<file path="src/design/vrsc_pkg.sv">
`timescale 1ns / 1ps
// ----------------------------------------------------------------------------
// vrsc_pkg
// Shared types and codes for the voice route session controller.
// ----------------------------------------------------------------------------
package vrsc_pkg;

  localparam int DELAY_W = 32;
  localparam int CMD_W = 3;
  localparam int HEADS_W = 8;
  localparam int CFG_INDEX_W = 3;
  localparam int CFG_DATA_W = 32;

  typedef enum logic [1:0] {
    LIFE_OFF    = 2'd0,
    LIFE_ACTIVE = 2'd1,
    LIFE_SLEEP  = 2'd2
  } life_t;

  typedef enum logic [1:0] {
    ROUTE_RELAY = 2'd0,
    ROUTE_PROBE = 2'd1,
    ROUTE_PEER  = 2'd2
  } route_t;

  typedef enum logic [CMD_W-1:0] {
    CMD_CONNECT    = 3'd0,
    CMD_DISCONNECT = 3'd1,
    CMD_COUNT      = 3'd2,
    CMD_TICK       = 3'd3,
    CMD_PROBE_OK   = 3'd4,
    CMD_PROBE_FAIL = 3'd5,
    CMD_APPLY      = 3'd6
  } cmd_t;

  typedef enum logic [CFG_INDEX_W-1:0] {
    CFG_PEER_ENABLE    = 3'd0,
    CFG_SERVER_DENOISE = 3'd1,
    CFG_SOLO_SLEEP     = 3'd2,
    CFG_PEER_STABLE    = 3'd3,
    CFG_PROBE_LIMIT    = 3'd4
  } cfg_index_t;

  localparam logic [DELAY_W-1:0] SOLO_SLEEP_RST  = 32'd30000;
  localparam logic [DELAY_W-1:0] PEER_STABLE_RST = 32'd2000;
  localparam logic [DELAY_W-1:0] PROBE_LIMIT_RST = 32'd5000;

  typedef struct packed {
    logic               peer_enable;
    logic               server_denoise;
    logic [DELAY_W-1:0] solo_sleep_delay;
    logic [DELAY_W-1:0] peer_stable_delay;
    logic [DELAY_W-1:0] probe_time_limit;
  } cfg_t;

  typedef struct packed {
    life_t  life;
    route_t route;
    logic   wake;
    logic   cancel;
    logic   rel_media;
    logic   start_probe;
  } result_t;

endpackage

</file>
<file path="src/design/vrsc_engine.sv">
`timescale 1ns / 1ps
// ----------------------------------------------------------------------------
// vrsc_engine
// Session state registers and the per-event next-state logic. The result for
// the presented event is combinational; state moves when step is high.
// ----------------------------------------------------------------------------
module vrsc_engine #(
  parameter int MAX_PARTICIPANTS = 255,
  parameter int TIME_BITS = 32
) (
  input  logic                          clk,
  input  logic                          rst,
  input  logic                          step,
  input  logic [vrsc_pkg::CMD_W-1:0]    cmd,
  input  logic [TIME_BITS-1:0]          now_time,
  input  logic [vrsc_pkg::HEADS_W-1:0]  head_count,
  input  vrsc_pkg::cfg_t                cfg,
  output vrsc_pkg::result_t             res
);
  import vrsc_pkg::*;

  localparam int CW = $clog2(MAX_PARTICIPANTS + 1);
  localparam int SW = (CW > HEADS_W) ? CW : HEADS_W;
  localparam int CMPW = (TIME_BITS > DELAY_W) ? TIME_BITS : DELAY_W;

  life_t                life, life_next;
  route_t               route, route_next;
  logic [CW-1:0]        count, count_next;
  logic [TIME_BITS-1:0] occ_stamp, occ_stamp_next;
  logic [TIME_BITS-1:0] probe_stamp, probe_stamp_next;
  logic                 probe_issued, probe_issued_next;

  logic [SW-1:0]        heads_ext;
  logic [CW-1:0]        n_sat;
  logic [TIME_BITS-1:0] occ_el, prb_el;
  logic                 solo_due, stable_due, limit_due;
  logic                 forbid;
  logic                 do_fail;
  logic                 wake, cancel, rel_media, start_probe;

  assign heads_ext = SW'(head_count);
  assign n_sat = (heads_ext > SW'(MAX_PARTICIPANTS)) ? CW'(MAX_PARTICIPANTS)
                                                      : CW'(heads_ext);

  assign occ_el = now_time - occ_stamp;
  assign prb_el = now_time - probe_stamp;
  assign solo_due   = CMPW'(occ_el) >= CMPW'(cfg.solo_sleep_delay);
  assign stable_due = CMPW'(occ_el) >= CMPW'(cfg.peer_stable_delay);
  assign limit_due  = CMPW'(prb_el) >= CMPW'(cfg.probe_time_limit);
  assign forbid = !cfg.peer_enable || cfg.server_denoise;

  always_comb begin
    life_next = life;
    route_next = route;
    count_next = count;
    occ_stamp_next = occ_stamp;
    probe_stamp_next = probe_stamp;
    probe_issued_next = probe_issued;
    wake = 1'b0;
    cancel = 1'b0;
    rel_media = 1'b0;
    start_probe = 1'b0;
    do_fail = 1'b0;

    unique case (cmd_t'(cmd))
      CMD_CONNECT: begin
        life_next = LIFE_ACTIVE;
        route_next = ROUTE_RELAY;
        count_next = '0;
        probe_issued_next = 1'b0;
        probe_stamp_next = '0;
        occ_stamp_next = now_time;
      end
      CMD_DISCONNECT: begin
        life_next = LIFE_OFF;
        route_next = ROUTE_RELAY;
        count_next = '0;
        probe_issued_next = 1'b0;
        probe_stamp_next = '0;
      end
      CMD_COUNT: begin
        if (n_sat != count) begin
          occ_stamp_next = now_time;
        end
        count_next = n_sat;
        if (life != LIFE_OFF) begin
          if (life == LIFE_SLEEP && n_sat >= CW'(2)) begin
            life_next = LIFE_ACTIVE;
            route_next = ROUTE_RELAY;
            probe_issued_next = 1'b0;
            probe_stamp_next = '0;
            occ_stamp_next = now_time;
            wake = 1'b1;
          end else if (n_sat != CW'(2) || forbid) begin
            cancel = (route != ROUTE_RELAY) || probe_issued;
            route_next = ROUTE_RELAY;
            probe_issued_next = 1'b0;
            probe_stamp_next = '0;
            occ_stamp_next = now_time;
          end
        end
      end
      CMD_TICK: begin
        if (life == LIFE_ACTIVE) begin
          if (count <= CW'(1) && solo_due) begin
            life_next = LIFE_SLEEP;
            route_next = ROUTE_RELAY;
            probe_issued_next = 1'b0;
            rel_media = 1'b1;
          end else if (count == CW'(2) && !forbid && route == ROUTE_RELAY &&
                       !probe_issued && stable_due) begin
            probe_issued_next = 1'b1;
            probe_stamp_next = now_time;
            route_next = ROUTE_PROBE;
            start_probe = 1'b1;
          end else if (route == ROUTE_PROBE && limit_due) begin
            do_fail = 1'b1;
          end
        end
      end
      CMD_PROBE_OK: begin
        if (life != LIFE_ACTIVE || count != CW'(2) || forbid) begin
          do_fail = 1'b1;
        end else begin
          route_next = ROUTE_PEER;
          probe_issued_next = 1'b0;
          probe_stamp_next = '0;
        end
      end
      CMD_PROBE_FAIL: begin
        do_fail = 1'b1;
      end
      CMD_APPLY: begin
        if (forbid) begin
          route_next = ROUTE_RELAY;
          probe_issued_next = 1'b0;
          probe_stamp_next = '0;
          occ_stamp_next = now_time;
        end
      end
      default: begin
      end
    endcase

    // probe failure: drop back to relay, cancel anything in flight
    if (do_fail) begin
      cancel = (route == ROUTE_PROBE) || probe_issued;
      route_next = ROUTE_RELAY;
      probe_issued_next = 1'b0;
      probe_stamp_next = '0;
      occ_stamp_next = now_time;
    end
  end

  assign res.life = life_next;
  assign res.route = route_next;
  assign res.wake = wake;
  assign res.cancel = cancel;
  assign res.rel_media = rel_media;
  assign res.start_probe = start_probe;

  always_ff @(posedge clk) begin
    if (rst) begin
      life <= LIFE_OFF;
      route <= ROUTE_RELAY;
      count <= '0;
      occ_stamp <= '0;
      probe_stamp <= '0;
      probe_issued <= 1'b0;
    end else if (step) begin
      life <= life_next;
      route <= route_next;
      count <= count_next;
      occ_stamp <= occ_stamp_next;
      probe_stamp <= probe_stamp_next;
      probe_issued <= probe_issued_next;
    end
  end

endmodule

</file>
<file path="src/design/voice_route_session_controller_core.sv">
`timescale 1ns / 1ps
// ----------------------------------------------------------------------------
// voice_route_session_controller_core
// Event-driven session lifecycle and media route controller.
// ----------------------------------------------------------------------------
// Takes one event word per cycle while in_stall is low and returns one result
// word per event, in order. An accepted event is held in an input register;
// its state update then runs through one pass of compare logic against the
// session registers and lands in the output register once that register is
// free or its result is taken. Throughput is one event per cycle unless the
// output is stalled. While a result is stalled the input register still takes
// one more event before in_stall rises. Time deltas are taken modulo
// 2^TIME_BITS; counts saturate at MAX_PARTICIPANTS. Write the configuration
// registers only while no events are in flight.
module voice_route_session_controller_core #(
  parameter int MAX_PARTICIPANTS = 255,
  parameter int TIME_BITS = 32
) (
  input  logic                              clk,
  input  logic                              rst,
  input  logic                              in_valid,
  output logic                              in_stall,
  input  logic [vrsc_pkg::CMD_W-1:0]        cmd,
  input  logic [TIME_BITS-1:0]              now_time,
  input  logic [vrsc_pkg::HEADS_W-1:0]      head_count,
  output logic                              out_valid,
  input  logic                              out_stall,
  output logic [1:0]                        life_state,
  output logic [1:0]                        route_state,
  output logic                              wake_request,
  output logic                              probe_cancel,
  output logic                              media_release,
  output logic                              probe_begin,
  input  logic                              cfg_write_en,
  input  logic [vrsc_pkg::CFG_INDEX_W-1:0]  cfg_index,
  input  logic [vrsc_pkg::CFG_DATA_W-1:0]   cfg_data
);
  import vrsc_pkg::*;

  cfg_t                 cfg;
  logic                 s1_valid;
  logic [CMD_W-1:0]     s1_cmd;
  logic [TIME_BITS-1:0] s1_time;
  logic [HEADS_W-1:0]   s1_heads;
  logic                 in_take;
  logic                 out_load;
  result_t              res_comb;
  result_t              res;

  assign out_load = s1_valid && (!out_valid || !out_stall);
  assign in_stall = s1_valid && out_valid && out_stall;
  assign in_take = in_valid && !in_stall;

  always_ff @(posedge clk) begin
    if (rst) begin
      cfg.peer_enable <= 1'b1;
      cfg.server_denoise <= 1'b0;
      cfg.solo_sleep_delay <= SOLO_SLEEP_RST;
      cfg.peer_stable_delay <= PEER_STABLE_RST;
      cfg.probe_time_limit <= PROBE_LIMIT_RST;
    end else if (cfg_write_en) begin
      unique case (cfg_index_t'(cfg_index))
        CFG_PEER_ENABLE:    cfg.peer_enable <= cfg_data[0];
        CFG_SERVER_DENOISE: cfg.server_denoise <= cfg_data[0];
        CFG_SOLO_SLEEP:     cfg.solo_sleep_delay <= cfg_data[DELAY_W-1:0];
        CFG_PEER_STABLE:    cfg.peer_stable_delay <= cfg_data[DELAY_W-1:0];
        CFG_PROBE_LIMIT:    cfg.probe_time_limit <= cfg_data[DELAY_W-1:0];
        default: begin
        end
      endcase
    end
  end

  // input word register
  always_ff @(posedge clk) begin
    if (rst) begin
      s1_valid <= 1'b0;
    end else if (in_take) begin
      s1_valid <= 1'b1;
    end else if (out_load) begin
      s1_valid <= 1'b0;
    end
  end

  always_ff @(posedge clk) begin
    if (in_take) begin
      s1_cmd <= cmd;
      s1_time <= now_time;
      s1_heads <= head_count;
    end
  end

  vrsc_engine #(
    .MAX_PARTICIPANTS(MAX_PARTICIPANTS),
    .TIME_BITS(TIME_BITS)
  ) u_engine (
    .clk(clk),
    .rst(rst),
    .step(out_load),
    .cmd(s1_cmd),
    .now_time(s1_time),
    .head_count(s1_heads),
    .cfg(cfg),
    .res(res_comb)
  );

  // result word register
  always_ff @(posedge clk) begin
    if (rst) begin
      out_valid <= 1'b0;
    end else if (out_load) begin
      out_valid <= 1'b1;
    end else if (!out_stall) begin
      out_valid <= 1'b0;
    end
  end

  always_ff @(posedge clk) begin
    if (out_load) begin
      res <= res_comb;
    end
  end

  assign life_state = res.life;
  assign route_state = res.route;
  assign wake_request = res.wake;
  assign probe_cancel = res.cancel;
  assign media_release = res.rel_media;
  assign probe_begin = res.start_probe;

endmodule

</file>
<file path="config.mk">
export PLATFORM = sky130hd
export DESIGN_NAME = voice_route_session_controller_core
export DESIGN_NICKNAME = d
export VERILOG_FILES = /design/src/design/vrsc_pkg.sv /design/src/design/vrsc_engine.sv /design/src/design/voice_route_session_controller_core.sv
export SDC_FILE = /design/constraint.sdc
export NUM_CORES = 1
export LEC_CHECK = 0
export ABC_AREA = 1
export BUFFER_PORTS_ARGS = -buffer_cell sky130_fd_sc_hd__buf_2
export CAP_MARGIN = 20
export CORE_MARGIN = 5
export CORE_UTILIZATION = 62
export CTS_CLUSTER_SIZE = 10
export DETAILED_ROUTE_END_ITERATION = 12
export HOLD_SLACK_MARGIN = 0.02
export PLACE_DENSITY = 0.81
export SYNTH_ARGS = -nofsm -noshare
export SYNTH_HDL_FRONTEND = slang
export SYNTH_SLANG_ARGS = --single-unit
</file>
<file path="constraint.sdc">
create_clock -name clk -period 4.36 [get_ports clk]
set_input_delay 0.872 -clock clk [delete_from_list [all_inputs] [get_ports clk]]
set_output_delay 0.872 -clock clk [all_outputs]
set_load 0.05 [all_outputs]
</file>
# After elaboration in Yosys (flattened, before gate mapping)
# Cells that the tools add are included.
dict set report classes {
  n_reduce_logical 46
  eq_ne 27
  muxes 62
  n_lt_le_gt_ge 6
  bitwise_logic 2
  add_sub_neg 2
}
# operator count
set op_table {}
lappend op_table {{2-to-1 mux 32 bit} 15}
lappend op_table {{case mux 32 bit (5 select lines)} 1}
lappend op_table {{greater-or-equal comparator 32 bit} 3}
lappend op_table {{case mux 32 bit (3 select lines)} 1}
lappend op_table {{subtractor 32 bit} 2}
lappend op_table {{2-to-1 mux 1 bit} 26}
lappend op_table {{2-to-1 mux 2 bit} 13}
lappend op_table {{!= test 8 x 2 -> 1 bit (second input constant)} 2}
lappend op_table {{case mux 8 bit (2 select lines)} 1}
lappend op_table {{AND reduction 2 bit} 8}
lappend op_table {{equality test 3 x 2 -> 1 bit (second input constant)} 4}
lappend op_table {{equality test 3 bit (second input constant)} 4}
lappend op_table {{!= test 3 x 1 -> 1 bit (second input constant)} 4}
lappend op_table {{logical AND 1 bit} 11}
lappend op_table {{case mux 2 bit (5 select lines)} 1}
lappend op_table {{AND reduction 9 bit} 1}
lappend op_table {{equality test 8 x 2 -> 1 bit (second input constant)} 1}
lappend op_table {{greater-or-equal comparator 8 x 2 -> 1 bit (second input constant)} 1}
lappend op_table {{> comparator 8 bit (second input constant)} 1}
lappend op_table {{less-or-equal comparator 8 x 1 -> 1 bit (second input constant)} 1}
lappend op_table {{2-to-1 mux 8 bit} 1}
lappend op_table {{!= test 4 x 1 -> 1 bit (second input constant)} 2}
lappend op_table {{!= test 8 bit} 1}
lappend op_table {{case mux 2 bit (4 select lines)} 1}
lappend op_table {{19 further kinds} 39}
dict set report totals {
  output_inout_bits 10
  in_bits 83
  register_bits 228
}

# Longest topological paths before layout
dict set report logic_depth {
  depth_word 13
  mapped_depth 30
}

# Hierarchy
# From an unflattened synthesis, not the netlist that was laid out.
dict set report unflattened {
  cells_unflattened 2170
  hier_area_um2 15024.4
}
# mod seq_area_each_um2 cells_per_inst area_per_inst_um2 n_inst
set modules_own_cells {}
lappend modules_own_cells {vrsc_engine 1541.5 1550 9507.9 1}
lappend modules_own_cells {voice_route_session_controller_core 3533.4 620 5516.5 1}

# Worst setup path after synthesis
# No wires, ideal clock.
dict set report synth_timing {
  path_kind {flip-flop to flip-flop}
  start {register s1_time[0]}
  end {register u_engine.occ_stamp[31]}
  setup_ns 0.113
  setup_slack_ns 0.558
  arrival_ns 3.689
  path_stages_with_launch 27
  n_path_buf 1
  cell_sequence {edfxtp_1 > inv_1 > ha_1 > inv_1 > fa_1 > nand3_1 > nand2_1 > a21boi_0 > o211ai_1 > nand2_1 > o211ai_1 > a21oi_1 > xor2_1 > ha_1 > nand2_1 > nor2_1 > nor3b_2 > and3_1 > nand2_1 > nand2_1 > nand2_2 > nand3_4 > nand3_2 > nand3_4 > buf_4 > nor2_1 > nor2_1}
}
dict set report synth_via {
  elab_chain_cells 10
  elab_cells_between_ends 17
  cone_classes {add/sub (2); order compare (3); eq/ne (1); mux (6); reduce/logical (5)}
}
# element line_no
set synth_lines {}
lappend synth_lines {{from (decl)} voice_route_session_controller_core.sv:43} ;# logic [TIME_BITS-1:0] s1_time;
lappend synth_lines {{from (signal assigned)} voice_route_session_controller_core.sv:88} ;# s1_time <= now_time;
lappend synth_lines {{subtractor 32 bit} vrsc_engine.sv:46} ;# assign prb_el = now_time - probe_stamp;
lappend synth_lines {{greater-or-equal comparator 32 bit} vrsc_engine.sv:49} ;# assign limit_due = CMPW'(prb_el) >= CMPW'(cfg.probe_time_limit);
lappend synth_lines {{logical AND 1 bit} vrsc_engine.sv:116} ;# end else if (route == ROUTE_PROBE && limit_due) begin
lappend synth_lines {{2-to-1 mux 1 bit} vrsc_engine.sv:116}
lappend synth_lines {{2-to-1 mux 1 bit} vrsc_engine.sv:110} ;# end else if (count == CW'(2) && !forbid && route == ROUTE_RELAY &&
lappend synth_lines {{2-to-1 mux 1 bit *} vrsc_engine.sv:105} ;# if (count <= CW'(1) && solo_due) begin
lappend synth_lines {{2-to-1 mux 1 bit *} vrsc_engine.sv:104} ;# if (life == LIFE_ACTIVE) begin
lappend synth_lines {{case mux 1 bit (3 select lines) *} vrsc_engine.sv:65} ;# unique case (cmd_t'(cmd))
lappend synth_lines {{!= test 3 x 1 -> 1 bit (no line) / nonzero test 4 bit (equally long branches)} --}
lappend synth_lines {{AND reduction 3 bit (no line)} --}
lappend synth_lines {{to (signal assigned)} vrsc_engine.sv:174} ;# occ_stamp <= occ_stamp_next;
lappend synth_lines {{to (decl)} vrsc_engine.sv:29} ;# logic [TIME_BITS-1:0] occ_stamp, occ_stamp_next;
# Mark *: on every way between the ends. The rest lies on a longest branch, timed or not.
# A chain may end at the register's enable or synchronous reset.

# Worst setup path after layout
dict set report layout_timing {
  start {register s1_time[5]}
  end {register u_engine.probe_stamp[9]}
}
dict set report layout_via {
  elab_chain_cells 10
  elab_cells_between_ends 23
  cone_classes {add/sub (2); order compare (3); eq/ne (7); mux (6); reduce/logical (5)}
}
# element line_no
set layout_lines {}
lappend layout_lines {{subtractor 32 bit} vrsc_engine.sv:46}
lappend layout_lines {{greater-or-equal comparator 32 bit} vrsc_engine.sv:49}
lappend layout_lines {{logical AND 1 bit} vrsc_engine.sv:116}
lappend layout_lines {{2-to-1 mux 1 bit} vrsc_engine.sv:116}
lappend layout_lines {{2-to-1 mux 1 bit} vrsc_engine.sv:110}
lappend layout_lines {{2-to-1 mux 1 bit} vrsc_engine.sv:105}
lappend layout_lines {{2-to-1 mux 1 bit} vrsc_engine.sv:104}
lappend layout_lines {{case mux 1 bit (3 select lines)} vrsc_engine.sv:65}
lappend layout_lines {{!= test 4 x 1 -> 1 bit (no line), or another cell as far along} --}
lappend layout_lines {{AND reduction 9 bit (no line)} --}
lappend layout_lines {{to (signal assigned)} vrsc_engine.sv:175} ;# probe_stamp <= probe_stamp_next;
lappend layout_lines {{to (decl)} vrsc_engine.sv:30} ;# logic [TIME_BITS-1:0] probe_stamp, probe_stamp_next;
# Parallel ways exist; a longest one is shown, timed or not.

==> results_tabular.tex <==
\begin{tabular}{lr}
\hline
Metric & Value \\
\hline
\multicolumn{2}{l}{\textbf{STA}} \\
Final Max Slew Viols & 0 \\
Final setup violating endpoints & 73 \\
Post-layout minimum cycle time & between 4 and 5 ns \\
RSZ-0062 raised after global routing & true \\
Fin Clk Skew & 0.03484 ns \\
Setup TNS after final layout & -17.27 ns \\
Part of the cycle the worst path needs & 1.090 \\
Hold Violations, Final & 0 \\
Max Freq & 0.2104 GHz \\
Pin slew with the least headroom to its limit & 0.9942 ns \\
PnR worst setup slack & -0.3921 ns \\
Tightest slew margin relative to the limit & 0.3311 \\
\multicolumn{2}{l}{\textbf{Placed design}} \\
Count of input and output buffers & 92 \\
Placed insts & 2,544 \\
Weighted congestion reported at the end of routability-driven placement & approximately 0.92 \\
Detailed placement HPWL & slightly above 30,000 µm \\
Setup slack after placement & -0.2748 ns \\
\multicolumn{2}{l}{\textbf{Clocking}} \\
Clock-pin slew on the worst setup and hold paths & roughly 0.060 ns \\
Buffers from clock root to sink, at most & 3 \\
Buffer type at the clock tree root & sky130\_fd\_sc\_hd\_\_clkbuf\_16 \\
Clock sink count & 228 \\
CTS tree & yes \\
Number of H-tree levels & 1 \\
Clock network latency to the later pin of the worst-skew pair & between 0.5 and 0.6 ns \\
Total CTS buffers & 27 \\
\multicolumn{2}{l}{\textbf{Yosys}} \\
Gate count after technology mapping & slightly above 2,000 \\
Synthesized net count & 2,264 \\
Post-synth EDFFs & just over 50 \\
Number of register bits inferred by synthesis & between 200 and 250 \\
Synthesized area & roughly 0.015 mm² \\
Number of distinct standard cells referenced by the synthesized netlist & 50 \\
Top\_reg\_cell synth & sky130\_fd\_sc\_hd\_\_dfxtp\_1 \\
Sequential-to-total area share from yosys stat & 0.3456 \\
Yosys synthesis warning count & 0 \\
Proportion of register bits with asynchronous set or reset after synthesis & 0 \\
Synthesized area divided by synthesized cell count & roughly 7.3 µm² \\
\multicolumn{2}{l}{\textbf{Floorplanning}} \\
Starting density of the core & 0.6275 \\
Die span in y & 163.9 µm \\
Top-level I/O count & 93 \\
Die Width & approximately 160 µm \\
Area of the die & between 0.02 and 0.03 mm² \\
Area of the placeable core & between 0.02 and 0.025 mm² \\
Count of standard-cell rows & 56 \\
\multicolumn{2}{l}{\textbf{Min path}} \\
Number of cells on the worst hold path & 2 \\
Worst Hold Path EP & cfg[51] \\
Type of the most critical hold path & reg2reg \\
Hold wc startpoint & cfg[51] \\
\multicolumn{2}{l}{\textbf{Routing}} \\
Overall via count from detail\_route & between 15,000 and 20,000 \\
Routed wire length & 48,260 µm \\
Final routed DRC violation total & 0 \\
Wire length per cell after detailed routing & between 15 and 20 µm \\
Count of TritonRoute iterations in the first routing pass & 8 \\
Starting DRC count in detailed routing & roughly 1,800 \\
Vias per std cell & 5.896 \\
Antenna Violating Nets Remaining & 0 \\
\multicolumn{2}{l}{\textbf{Setup path}} \\
Master of the slowest instance on the critical path & sky130\_fd\_sc\_hd\_\_edfxtp\_1 \\
Data arrival time at the worst-slack endpoint & roughly 5.2 ns \\
Slowest cell delay on critical path & about 0.53 ns \\
Endpoint of the most critical register-to-register path & u\_engine.probe\_stamp[9] \\
Setup slack on the worst flop-to-flop path & -0.39 ns \\
Depth of the worst register-to-register path & 27 \\
Kind of critical path & reg2reg \\
Startpoint type of the worst setup path & register \\
Critical path endpoint category & register \\
Start of the worst register-to-register path & s1\_time[5] \\
Required time of the critical path & slightly below 5 ns \\
Critical path peak fanout & 9 \\
Top cell by count, worst path & sky130\_fd\_sc\_hd\_\_nand2\_1 \\
\multicolumn{2}{l}{\textbf{Power and ir drop}} \\
Power per standard cell area & around 360 mW/mm² \\
Sw Ratio & 0.3480 \\
Design internal power & 4.426 mW \\
Switching component of the power & roughly 2.4 mW \\
Maximum ir drop on the vdd rail & $\sim$0.00034 V \\
Portion of total power attributed to combinational logic & 0.362 \\
Share of total power in sequential cells & 0.344 \\
Clock power frac & 0.294 \\
Leakage power of the design & 8.627 nW \\
\multicolumn{2}{l}{\textbf{Layout}} \\
Layout cells sized above 1 & 0.2477 \\
Antenna cell count & 0 \\
Layout Nets & $\sim$2,600 \\
Share of the core filled with cells & 0.8158 \\
Final instance count without filler cells & 2,644 \\
\# fillers & between 1,500 and 2,000 \\
Signed area change from the synthesized netlist to the final layout & 30.00\% \\
\multicolumn{2}{l}{\textbf{Global route}} \\
Antenna violations before repair & 1 \\
Pin count of the biggest net entering global routing & between 100 and 150 \\
Gr ovfl total & 0 \\
All-layer global routing usage & 0.3152 \\
Wire length of the first global-routing pass & 68,910 µm \\
Vias in the first global route & between 10,000 and 15,000 \\
\multicolumn{2}{l}{\textbf{Flow run}} \\
Total of max-cap violations & 0 \\
\multicolumn{2}{l}{\textbf{Outcome}} \\
Violations in the final reports & negative setup slack \\
Outcome & finished, violations left \\
\hline
\end{tabular}
==> cells in the final DEF, fill, tap and decap left out, types with 39 or more instances in the layout <==
cell / instances
sky130_fd_sc_hd__nor2_1: 164
sky130_fd_sc_hd__dfxtp_1: 177
sky130_fd_sc_hd__o21ai_0: 156
sky130_fd_sc_hd__buf_4: 201
sky130_fd_sc_hd__a21oi_1: 214
sky130_fd_sc_hd__a21oi_2: 39
sky130_fd_sc_hd__xor2_1: 40
sky130_fd_sc_hd__nand2_1: 341
sky130_fd_sc_hd__ha_1: 140
sky130_fd_sc_hd__buf_2: 92
sky130_fd_sc_hd__nand2_2: 55
sky130_fd_sc_hd__inv_1: 291
sky130_fd_sc_hd__edfxtp_1: 51
==> synth_stat cells, types with 2 or more instances <==
| cell type | number | area share |
|---|---|---|
| sky130_fd_sc_hd__o21bai_1 | 4 | 0.0020 |
| sky130_fd_sc_hd__xor2_1 | 44 | 0.026 |
| sky130_fd_sc_hd__nand2_1 | 403 | 0.10 |
| sky130_fd_sc_hd__buf_1 | 2 | 0.00051 |
| sky130_fd_sc_hd__a21o_1 | 4 | 0.0020 |
| sky130_fd_sc_hd__nand2_2 | 7 | 0.0030 |
| sky130_fd_sc_hd__o21ai_1 | 4 | 0.0014 |
| sky130_fd_sc_hd__nor3_1 | 20 | 0.0068 |
| sky130_fd_sc_hd__nor2_1 | 194 | 0.050 |
| sky130_fd_sc_hd__nor4_1 | 8 | 0.0034 |
| sky130_fd_sc_hd__o211ai_1 | 27 | 0.014 |
| sky130_fd_sc_hd__o31ai_1 | 2 | 0.0010 |
| sky130_fd_sc_hd__buf_2 | 8 | 0.0027 |
| sky130_fd_sc_hd__xnor2_1 | 21 | 0.013 |
| sky130_fd_sc_hd__a31oi_1 | 4 | 0.0017 |
| sky130_fd_sc_hd__o21a_1 | 6 | 0.0031 |
| sky130_fd_sc_hd__nand3_1 | 40 | 0.014 |
| sky130_fd_sc_hd__a21oi_1 | 259 | 0.088 |
| sky130_fd_sc_hd__o21ai_0 | 169 | 0.058 |
| sky130_fd_sc_hd__inv_2 | 6 | 0.0015 |
| sky130_fd_sc_hd__nor2_4 | 3 | 0.0023 |
| sky130_fd_sc_hd__edfxtp_1 | 51 | 0.10 |
| sky130_fd_sc_hd__inv_1 | 297 | 0.076 |
| sky130_fd_sc_hd__nand4_1 | 25 | 0.011 |
| sky130_fd_sc_hd__a21boi_0 | 4 | 0.0020 |
| sky130_fd_sc_hd__buf_6 | 3 | 0.0023 |
| sky130_fd_sc_hd__nand3_4 | 2 | 0.0024 |
| sky130_fd_sc_hd__dfxtp_1 | 177 | 0.24 |
| sky130_fd_sc_hd__buf_4 | 4 | 0.0020 |
| sky130_fd_sc_hd__nor2_2 | 4 | 0.0017 |
| sky130_fd_sc_hd__clkbuf_1 | 41 | 0.010 |
| sky130_fd_sc_hd__ha_1 | 158 | 0.13 |
| sky130_fd_sc_hd__o2111ai_1 | 2 | 0.0012 |
| sky130_fd_sc_hd__fa_1 | 2 | 0.0027 |
==> worst max path at each step <==
stage / from / to / slack (ns) / cells after the start
finish: s1_time[5] / u_engine.probe_stamp[9] / -0.39 / 27
global route: s1_time[8] / u_engine.probe_stamp[9] / -0.52 / 27
CTS: s1_time[0] / u_engine.probe_stamp[18] / -0.02 / 30
detailed placement: s1_time[0] / life_state[0] / -0.27 / 25
global placement: s1_time[0] / life_state[0] / -0.18 / 25
floorplan: s1_time[0] / u_engine.occ_stamp[31] / 0.56 / 26
==> layer usage <==
layer	wire, µm	global-route usage	part of all wire
met1	18850	0.4124	0.39
met2	22940	0.5505	0.48
met3	4225	0.04141	0.088
met4	2235	0.08387	0.046
met5	13	0	0.00027
==> worst max-delay path: cells and delay by family (launching register included) <==
family          cells  cell delay [ns]
compound gates      9             1.51
simple gates       11             1.04
fa+ha+maj           2             0.70
buf+inv             4             0.63
flops               1             0.53
xor+xnor            1             0.19
==> power groups by stage <==
stage | clock network (mW) | registers [mW] | logic [mW]
detailed placement | 0 | 2.37 | 1.97
finish | 1.99 | 2.34 | 2.46
CTS | 2.00 | 2.33 | 2.11
floorplan | 0 | 2.37 | 1.24
global placement | 0 | 2.37 | 1.90
global route | 2.10 | 2.34 | 2.68
==> state kept, by name, summed over array words and instances, names as in the netlist <==
signal / cells
cfg: 98
life_state: 2
media_release: 1
out_valid: 1
probe_begin: 1
probe_cancel: 1
route_state: 2
s1_cmd: 3
s1_heads: 8
s1_time: 32
s1_valid: 1
u_engine.count: 8
u_engine.life: 2
u_engine.occ_stamp: 32
u_engine.probe_issued: 1
u_engine.probe_stamp: 32
u_engine.route: 2
wake_request: 1
==> metrics by stage <==
stage / hold WS [ns] / power [mW] / cell area (µm²)
floorplan: 0.4347 / 3.609 / 14690
finish: 0.4627 / 6.789 / 19090
CTS: 0.4625 / 6.444 / 17990
global route: 0.4800 / 7.121 / 19090
global placement: 0.4460 / 4.263 / 16630
detailed placement: 0.4539 / 4.344 / 16630
==> what timing repair did <==
item                                    CTS  global route
hold buffers                              0             0
pin swaps                                18            81
gates resized for setup                  72           206
buffers inserted                         23            29
endpoints found under the setup margin   75            75
gates cloned                              3             5
==> final cells by class <==
| type | instances | area (µm²) | share of cell area |
|---|---|---|---|
| tap | 319 | 399.1 | 0.02091 |
| inverter | 303 | 1149 | 0.06017 |
| sequential | 228 | 5075 | 0.2658 |
| clock inverter | 3 | 18.77 | 0.0009831 |
| multi-input combinational | 1431 | 9276 | 0.4859 |
| timing repair buffer | 321 | 2452 | 0.1285 |
| clock buffer | 39 | 720.7 | 0.03775 |
==> cell families (layout without fill, tap and decap cells) <==
logic type / Yosys count / count (layout) / synth area share
adders and majority gates: 160 / 160 / 0.1373
xor gates and xnor gates: 65 / 65 / 0.03877
DFF: 228 / 228 / 0.3456
AOI/OAI and AO/OA: 491 / 491 / 0.1783
buffers and inverters: 362 / 666 / 0.09585
and+or+nand+nor: 715 / 715 / 0.2041
Power figures use the tool's default switching activity.
